--- src/rtl/pdd_pkg.sv ---
// Package of the polyline delta decoder: widths, status codes and the
// structs passed between the front end, the accumulator and the output queue.
package pdd_pkg;

	localparam int MAX_DIMS   = 16;
	localparam int DIM_W      = 4;
	localparam int CNT_W      = 5;
	localparam int PV_W       = 60;
	localparam int COORD_W    = 64;
	localparam int GC_W       = 4;
	localparam int OUTQ_DEPTH = 4;
	localparam int QPTR_W     = 2;
	localparam int QCNT_W     = 3;

	localparam logic [7:0]      CHAR_BIAS  = 8'd63;
	localparam logic [GC_W-1:0] MAX_GROUPS = 4'd12;

	// Result status codes
	localparam logic [2:0] ST_OK         = 3'd0;
	localparam logic [2:0] ST_BAD_CHAR   = 3'd1;
	localparam logic [2:0] ST_OVERFLOW   = 3'd2;
	localparam logic [2:0] ST_TRUNCATED  = 3'd3;
	localparam logic [2:0] ST_INCOMPLETE = 3'd4;

	// Request from the character front end to the accumulator
	typedef struct packed {
		logic               valid;
		logic               mem_op;
		logic               clear;
		logic [COORD_W-1:0] delta;
		logic [DIM_W-1:0]   dim;
		logic [2:0]         status;
		logic               last;
	} pdd_req_t;

	// One result item
	typedef struct packed {
		logic [COORD_W-1:0] coordinate;
		logic [DIM_W-1:0]   dim_index;
		logic [2:0]         status;
		logic               last;
	} pdd_res_t;

endpackage

--- src/rtl/pdd_front.sv ---
// Character front end: assembles 5-bit groups, checks errors, undoes zigzag
// and walks the dimension index. Depends on pdd_pkg.
module pdd_front import pdd_pkg::*; (
	input  logic             clk,
	input  logic             arst_n,
	input  logic             fire,
	input  logic [7:0]       code_char,
	input  logic             stream_end,
	input  logic [CNT_W-1:0] dim_count,
	output pdd_req_t         req
);

	logic [PV_W-1:0]  pv_q, pv_nxt, pv_new;
	logic [GC_W-1:0]  gc_q, gc_nxt;
	logic [DIM_W-1:0] cur_dim_q, cur_dim_nxt;
	logic             dropping_q, dropping_nxt;

	logic [7:0]         gsum;
	logic [4:0]         g5;
	logic               cont, bad, ovf, wrap;
	logic [5:0]         sh;
	logic [COORD_W-1:0] v64, delta;
	logic [CNT_W-1:0]   eff_dims, next_dim;

	// Decode one character
	always_comb begin
		gsum   = code_char - CHAR_BIAS;
		g5     = gsum[4:0];
		cont   = (gsum[7:5] != 3'd0);
		bad    = (code_char < CHAR_BIAS);
		ovf    = (gc_q >= MAX_GROUPS);
		sh     = {gc_q, 2'b00} + {2'b00, gc_q};
		pv_new = pv_q | (PV_W'(g5) << sh);
		v64    = {{(COORD_W-PV_W){1'b0}}, pv_new};
		delta  = pv_new[0] ? ~(v64 >> 1) : (v64 >> 1);
		if (dim_count == '0) begin
			eff_dims = CNT_W'(1);
		end else if (dim_count > CNT_W'(MAX_DIMS)) begin
			eff_dims = CNT_W'(MAX_DIMS);
		end else begin
			eff_dims = dim_count;
		end
		next_dim = {1'b0, cur_dim_q} + CNT_W'(1);
		wrap     = (next_dim >= eff_dims);
	end

	// Next state and request
	always_comb begin
		req          = '0;
		pv_nxt       = pv_q;
		gc_nxt       = gc_q;
		cur_dim_nxt  = cur_dim_q;
		dropping_nxt = dropping_q;
		if (fire) begin
			if (dropping_q) begin
				if (stream_end) begin
					dropping_nxt = 1'b0;
					req.clear    = 1'b1;
				end
			end else if (bad || ovf) begin
				req.valid    = 1'b1;
				req.status   = bad ? ST_BAD_CHAR : ST_OVERFLOW;
				req.last     = 1'b1;
				req.clear    = 1'b1;
				dropping_nxt = !stream_end;
			end else if (cont) begin
				if (stream_end) begin
					req.valid  = 1'b1;
					req.status = ST_TRUNCATED;
					req.last   = 1'b1;
					req.clear  = 1'b1;
				end else begin
					pv_nxt = pv_new;
					gc_nxt = gc_q + GC_W'(1);
				end
			end else begin
				req.valid  = 1'b1;
				req.mem_op = 1'b1;
				req.delta  = delta;
				req.dim    = cur_dim_q;
				req.last   = stream_end;
				req.status = (stream_end && !wrap) ? ST_INCOMPLETE : ST_OK;
				req.clear  = stream_end;
				pv_nxt     = '0;
				gc_nxt     = '0;
				cur_dim_nxt = wrap ? '0 : next_dim[DIM_W-1:0];
			end
			// Restart the value state at a stream boundary
			if (req.clear) begin
				pv_nxt      = '0;
				gc_nxt      = '0;
				cur_dim_nxt = '0;
			end
		end
	end

	// Hold the value state
	always_ff @(posedge clk or negedge arst_n) begin
		if (!arst_n) begin
			pv_q       <= '0;
			gc_q       <= '0;
			cur_dim_q  <= '0;
			dropping_q <= 1'b0;
		end else begin
			pv_q       <= pv_nxt;
			gc_q       <= gc_nxt;
			cur_dim_q  <= cur_dim_nxt;
			dropping_q <= dropping_nxt;
		end
	end

endmodule

--- src/rtl/pdd_accum.sv ---
// Running-total accumulator: a 16-entry synchronous memory read at accept,
// added and written back from stage 1, with forwarding. Depends on pdd_pkg.
module pdd_accum import pdd_pkg::*; (
	input  logic     clk,
	input  logic     arst_n,
	input  pdd_req_t req,
	output logic     res_valid,
	output pdd_res_t res
);

	logic [COORD_W-1:0] mem [MAX_DIMS];
	logic [COORD_W-1:0] rdata_s1;
	logic [MAX_DIMS-1:0] tot_vld_q;

	logic               valid_s1, mem_op_s1, last_s1, tot_vld_s1;
	logic [COORD_W-1:0] delta_s1;
	logic [DIM_W-1:0]   dim_s1;
	logic [2:0]         status_s1;

	logic               fwd_vld_q;
	logic [DIM_W-1:0]   fwd_dim_q;
	logic [COORD_W-1:0] fwd_total_q;

	logic [COORD_W-1:0] base, total;
	logic               keep;

	// Read the total at accept, write the new total back from stage 1
	always_ff @(posedge clk) begin
		if (req.mem_op) begin
			rdata_s1 <= mem[req.dim];
		end
		if (valid_s1 && mem_op_s1) begin
			mem[dim_s1] <= total;
		end
	end

	// Advance the request into stage 1
	always_ff @(posedge clk or negedge arst_n) begin
		if (!arst_n) begin
			valid_s1 <= 1'b0;
		end else begin
			valid_s1 <= req.valid;
		end
	end

	always_ff @(posedge clk) begin
		mem_op_s1  <= req.mem_op;
		last_s1    <= req.last;
		delta_s1   <= req.delta;
		dim_s1     <= req.dim;
		status_s1  <= req.status;
		tot_vld_s1 <= tot_vld_q[req.dim];
	end

	// Add the delta, forwarding the write of the cycle in which the read ran
	always_comb begin
		if (fwd_vld_q && (fwd_dim_q == dim_s1)) begin
			base = fwd_total_q;
		end else if (tot_vld_s1) begin
			base = rdata_s1;
		end else begin
			base = '0;
		end
		total = base + delta_s1;
		keep  = valid_s1 && mem_op_s1 && !last_s1;
	end

	// Track which totals belong to the current stream
	always_ff @(posedge clk or negedge arst_n) begin
		if (!arst_n) begin
			tot_vld_q <= '0;
			fwd_vld_q <= 1'b0;
		end else begin
			fwd_vld_q <= keep;
			if (req.clear) begin
				tot_vld_q <= '0;
			end else if (keep) begin
				tot_vld_q[dim_s1] <= 1'b1;
			end
		end
	end

	always_ff @(posedge clk) begin
		fwd_dim_q   <= dim_s1;
		fwd_total_q <= total;
	end

	assign res_valid      = valid_s1;
	assign res.coordinate = mem_op_s1 ? total : '0;
	assign res.dim_index  = mem_op_s1 ? dim_s1 : '0;
	assign res.status     = status_s1;
	assign res.last       = last_s1;

endmodule

--- src/rtl/pdd_outq.sv ---
// Output queue of result items between the accumulator and the master side.
// Depends on pdd_pkg.
module pdd_outq import pdd_pkg::*; (
	input  logic              clk,
	input  logic              arst_n,
	input  logic              push,
	input  pdd_res_t          push_data,
	input  logic              pop,
	output logic              not_empty,
	output pdd_res_t          head,
	output logic [QCNT_W-1:0] count
);

	pdd_res_t            slots_q [OUTQ_DEPTH];
	logic [QPTR_W-1:0]   wr_ptr_q, rd_ptr_q;
	logic [QCNT_W-1:0]   count_q;

	// Store pushed items
	always_ff @(posedge clk) begin
		if (push) begin
			slots_q[wr_ptr_q] <= push_data;
		end
	end

	// Advance pointers and occupancy
	always_ff @(posedge clk or negedge arst_n) begin
		if (!arst_n) begin
			wr_ptr_q <= '0;
			rd_ptr_q <= '0;
			count_q  <= '0;
		end else begin
			if (push) begin
				wr_ptr_q <= wr_ptr_q + QPTR_W'(1);
			end
			if (pop) begin
				rd_ptr_q <= rd_ptr_q + QPTR_W'(1);
			end
			count_q <= count_q + QCNT_W'(push) - QCNT_W'(pop);
		end
	end

	assign not_empty = (count_q != '0);
	assign head      = slots_q[rd_ptr_q];
	assign count     = count_q;

endmodule

--- src/rtl/polyline_delta_decoder.sv ---
// Polyline delta decoder, top level. A result goes through accumulator stage 1
// and the output queue to m_tvalid. Throughput: one byte per cycle while the
// queue has room, set by the read-add-write loop on the running-total memory,
// closed by forwarding. Reset (async, low) clears control state and the total
// valid bits; total memory contents stay undefined and need no clearing pass.
module polyline_delta_decoder import pdd_pkg::*; (
	input  logic        clk,
	input  logic        arst_n,
	// slave side; s_tdata: code_char[7:0]; s_tlast: stream_end
	input  logic        s_tvalid,
	output logic        s_tready,
	input  logic [7:0]  s_tdata,
	input  logic        s_tlast,
	// master side; m_tdata: coordinate[63:0]
	output logic        m_tvalid,
	input  logic        m_tready,
	output logic [63:0] m_tdata,
	// m_tuser: dim_index[3:0], status[6:4], zero pad[7]
	output logic [7:0]  m_tuser,
	// m_tlast: last_of_stream
	output logic        m_tlast,
	// configuration port
	input  logic        psel,
	input  logic        penable,
	input  logic        pwrite,
	input  logic [2:0]  paddr,
	input  logic [31:0] pwdata,
	output logic [31:0] prdata,
	output logic        pready
);

	logic [CNT_W-1:0]  dim_count_q;
	logic              fire, res_valid, pop;
	logic [QCNT_W-1:0] q_count;
	pdd_req_t          req;
	pdd_res_t          res, head;

	// Configuration register
	always_ff @(posedge clk or negedge arst_n) begin
		if (!arst_n) begin
			dim_count_q <= CNT_W'(1);
		end else if (psel && penable && pwrite && !paddr[2]) begin
			dim_count_q <= pwdata[CNT_W-1:0];
		end
	end

	assign pready = 1'b1;
	assign prdata = paddr[2] ? 32'd0 : {{(32-CNT_W){1'b0}}, dim_count_q};

	// Accept while the queue can take this item and the one in stage 1
	assign s_tready = (({1'b0, q_count} + (QCNT_W+1)'(res_valid)) < (QCNT_W+1)'(OUTQ_DEPTH));
	assign fire     = s_tvalid && s_tready;
	assign pop      = m_tvalid && m_tready;

	pdd_front u_front (
		.clk        (clk),
		.arst_n     (arst_n),
		.fire       (fire),
		.code_char  (s_tdata),
		.stream_end (s_tlast),
		.dim_count  (dim_count_q),
		.req        (req)
	);

	pdd_accum u_accum (
		.clk       (clk),
		.arst_n    (arst_n),
		.req       (req),
		.res_valid (res_valid),
		.res       (res)
	);

	pdd_outq u_outq (
		.clk       (clk),
		.arst_n    (arst_n),
		.push      (res_valid),
		.push_data (res),
		.pop       (pop),
		.not_empty (m_tvalid),
		.head      (head),
		.count     (q_count)
	);

	assign m_tdata = head.coordinate;
	assign m_tuser = {1'b0, head.status, head.dim_index};
	assign m_tlast = head.last;

endmodule

--- config.mk ---
export PLATFORM = sky130hd
export DESIGN_NAME = polyline_delta_decoder
export DESIGN_NICKNAME = d
export VERILOG_FILES = /design/src/rtl/pdd_pkg.sv /design/src/rtl/pdd_front.sv /design/src/rtl/pdd_accum.sv /design/src/rtl/pdd_outq.sv /design/src/rtl/polyline_delta_decoder.sv
export SDC_FILE = /design/constraint.sdc
export NUM_CORES = 2
export LEC_CHECK = 0
export ABC_CLOCK_PERIOD_IN_PS = 14800
export BUFFER_PORTS_ARGS = -buffer_cell sky130_fd_sc_hd__buf_2
export CELL_PAD_IN_SITES_DETAIL_PLACEMENT = 0
export CELL_PAD_IN_SITES_GLOBAL_PLACEMENT = 1
export CORE_MARGIN = 2
export CORE_UTILIZATION = 50
export DETAILED_ROUTE_END_ITERATION = 8
export PLACE_DENSITY_LB_ADDON = 0.08
export SLEW_MARGIN = 20
export SYNTH_ARGS = -nofsm -noshare
export SYNTH_HDL_FRONTEND = slang
export SYNTH_SLANG_ARGS = --single-unit
--- constraint.sdc ---
create_clock -name clk -period 14.8 [get_ports clk]
set_input_delay 1.48 -clock clk [delete_from_list [all_inputs] [get_ports clk]]
set_output_delay 1.48 -clock clk [all_outputs]
set_load 0.1 [all_outputs]
==> qor.txt <==
Hold Violations, Final -> 0
Skew final -> 0.03311 ns
Setup crit end kind -> register
Drt via density -> 5.880
Cts repair resizes -> 0
Crit path kind -> register to register
GRT Residual Overflow -> 0
Final Power -> 0.01183 W
XOR/XNOR Fraction of Synth Area -> 0.01767
Initial antenna violation count -> 13
Max-cap violations -> 0
Final WL -> 168900 um
Synth cell count leaders -> edfxtp_1, nor2_1, nand2_1
CTS Hold Buffers Added -> 0
Fill cells -> 10530
Largest family of logic cells by synthesized area -> multiplexers
Required time of the worst setup path -> 15.25 ns
Post-synthesis mux area share -> 0.09337
RSZ-0062 raised after global routing -> false
DRT antenna net count -> 0
Vias -> 37090
Final worst path period share -> 0.4565
Critical Path AT -> 7.21 ns
Total setup buffers inserted after CTS -> 0
Synthesized flop and latch total -> 1613
DIE AREA -> 134700 um2
Compound-Gate Fraction of Synth Area -> 0.06802
Post-synth ARST share -> 0.06138
Clk_lat worst skew -> 0.81 ns
Initial DRT Pass Iterations -> 5
Core Box Area -> 131100 um2
First-pass GRT wire length -> 249000 um
EDFF count, synth -> 1376
Die Y -> 367.1 um
Max-slew violation count -> 0
CTS sink cnt -> 1613
Placed Cells -> 5994
Reg2reg setup slack -> 8.04 ns
# port buffers -> 100
Post-Syn Instances -> 4260
Worst min-delay path category -> register to register
CTS tree -> built
VDD IR max -> 0.1248 mV
Area occupied by multi-input gates -> 18390 um2
Critical Path Start Type -> register
P_leak -> 26.01 nW
Tmin final -> 6.757 ns
Sequential area share after synthesis -> 0.7065
FF-to-FF path depth -> 15
Gpl congestion -> 0.8616
CTS H-Tree Depth -> 4
# rows -> 133
Synth Warn # -> 0
Top cell type's share of synthesized area -> 0.6270
HPWL Detailed -> 98710 um
PD cells -> 159.6 nW/um2
Initial DRC Count -> 3618
Register area -> 46570 um2
Num CTS Buffers -> 169
Post-DR wirelength/cell -> 26.79 um
Overall Global Routing Usage -> 0.2524
DP Worst Slack -> 7.577 ns
Primary FF master, synth -> edfxtp_1
Post-Synth Simple-Gate Area -> 0.07577
Largest net degree at the start of global routing -> 100
CTS Root Cell -> clkbuf_16
Starting density of the core -> 0.5026
Hold depth -> 0
Final instance count without filler cells -> 6307
Post-Syn Area -> 65910 um2
Largest cells by area after synthesis -> edfxtp_1, mux4_2, dfxtp_1, dfrtp_1, nor2_1
Adder-Cell Fraction of Synth Area -> 0.01686
Setup ws final -> 8.043 ns
Synth cell types -> 79
# setup viols final -> 0
Synthesis-to-layout area growth -> 12.47%
Avg Synthesized Cell Area -> 15.47 um2
Chip width -> 367.1 um
Cell taking the most area after synthesis -> edfxtp_1
Worst slew margin -> 0.2107
Vias in the first global route -> 36590
Residual DRC -> 0
Slew @ Worst Pin -> 1.183 ns
Final net count -> 4548
Fin Setup TNS -> 0 ns
Clock Tree Buf Depth -> 3
Most instantiated library cell after synthesis -> edfxtp_1
Clock Pin Slew Worst Setup and Hold Paths -> 0.06 ns
Worst-path fanout max -> 64
FMAX -> 148.0 MHz
Outcome -> finished clean
# IOs -> 159
Layout cells sized above 1 -> 0.1826
-- metrics by stage --
stage               hold slack (ns)  instance area, um2    util
detailed placement           0.4116               68650  0.5235
floorplan                    0.3290               66010       -
CTS                          0.4197               74030  0.5645
global placement             0.4131               68650  0.5235
global route                 0.4386               74100  0.5651
finish                       0.4235               74120  0.5652
-- worst max-delay path, stage by stage, from the launching register on --
cell      delay, ns
dfxtp_1        0.83
o22ai_1        0.20
nor3_1         0.39
nand3_4        0.59
nand3_1        0.39
nand2_1        0.13
ha_1           0.29
a21o_1         0.13
nand4_1        0.19
a21oi_2        0.24
a31oi_1        0.25
o41ai_2        0.79
a31oi_1        0.38
o21ai_1        0.52
a211oi_2       0.20
xnor2_2        0.82
-- flip-flops by register name, indices dropped and copies added (netlist names) --
| register | cells |
|---|---|
| u_accum.tot_vld_q | 16 |
| u_outq.count | 3 |
| u_accum.status_s1 | 3 |
| u_accum.mem | 1024 |
| u_front.cur_dim_q | 4 |
| u_front.pv_q | 60 |
| u_accum.rdata_s1 | 64 |
| u_accum.mem_op_s1 | 1 |
| u_accum.fwd_vld_q | 1 |
| u_outq.wr_ptr_q | 2 |
| u_accum.last_s1 | 1 |
| u_accum.fwd_dim_q | 4 |
| u_accum.res_valid | 1 |
| u_accum.fwd_total_q | 64 |
| u_accum.tot_vld_s1 | 1 |
| u_outq.rd_ptr_q | 2 |
| u_front.dropping_q | 1 |
| dim_count_q | 5 |
| u_accum.dim_s1 | 4 |
| u_accum.delta_s1 | 60 |
| u_outq.slots_q | 288 |
| u_front.gc_q | 4 |
-- power by group --
| group | total (W) | internal, W | switching [W] |
|---|---|---|---|
| sequential | 0.00524 | 0.00510 | 0.000145 |
| clock | 0.00413 | 0.00237 | 0.00176 |
| combinational | 0.00246 | 0.000718 | 0.00174 |
-- per-layer routing --
layer | vias up | global-route usage | share of wire
met1 | 19290 | 0.3778 | 0.45
met2 | 1150 | 0.3934 | 0.47
met4 | 0 | 0.06179 | 0.019
met5 | - | 0 | 0
met3 | 225 | 0.03622 | 0.065
li1 | 16430 | - | -
-- cell usage in the layout, fill, tap and decap left out, drive strengths merged, types with 11 or more instances in the layout --
cell type	netlist	final
ha	84	84
dfxtp	138	138
xnor2	97	97
a31oi	17	17
and3	18	18
nor2b	15	15
xor2	36	36
and2	85	85
conb	2	29
clkinv	0	63
inv	43	48
nand4	25	25
mux4	267	267
edfxtp	1376	1376
nand2	341	341
a21o	108	108
bufinv	0	11
nor3	22	22
buf	113	214
a21oi	269	269
nor2	469	469
o21ai	126	126
o21bai	17	17
clkbuf	149	225
nand3	143	143
a211oi	77	77
dfrtp	98	98
-- path summary, 6_finish.rpt --
kind	end	start
max	u_accum.mem[2][61]	u_accum.dim_s1[0]
min	u_accum.fwd_dim_q[3]	u_accum.dim_s1[3]
max reg2reg	u_accum.mem[2][61]	u_accum.dim_s1[0]
min reg2reg	u_accum.fwd_dim_q[3]	u_accum.dim_s1[3]
max in group asynchronous	u_front.cur_dim_q[0]	arst_n
min in group asynchronous	u_outq.count[1]	arst_n
-- layout make-up --
class / count / area share
clock buffer: 225 / 0.06170
antenna: 7 / 0.0002363
timing repair buffer: 214 / 0.01867
multi-input combinational: 2369 / 0.2481
inverter: 43 / 0.002414
clock inverter: 81 / 0.01089
tap: 1755 / 0.02963
sequential: 1613 / 0.6284
-- kinds of logic (layout without fill, tap and decap cells) --
group	Yosys count	in the layout
AO/OA/AOI/OAI	692	692
XOR/XNOR	133	133
adder cells (fa/ha/maj)	87	87
buffers and inverters	305	563
flip-flops	1613	1613
multiplexers	280	280
other	2	36
AND/OR/NAND/NOR	1148	1148
Note: power is estimated with default switching activity, not from simulation.
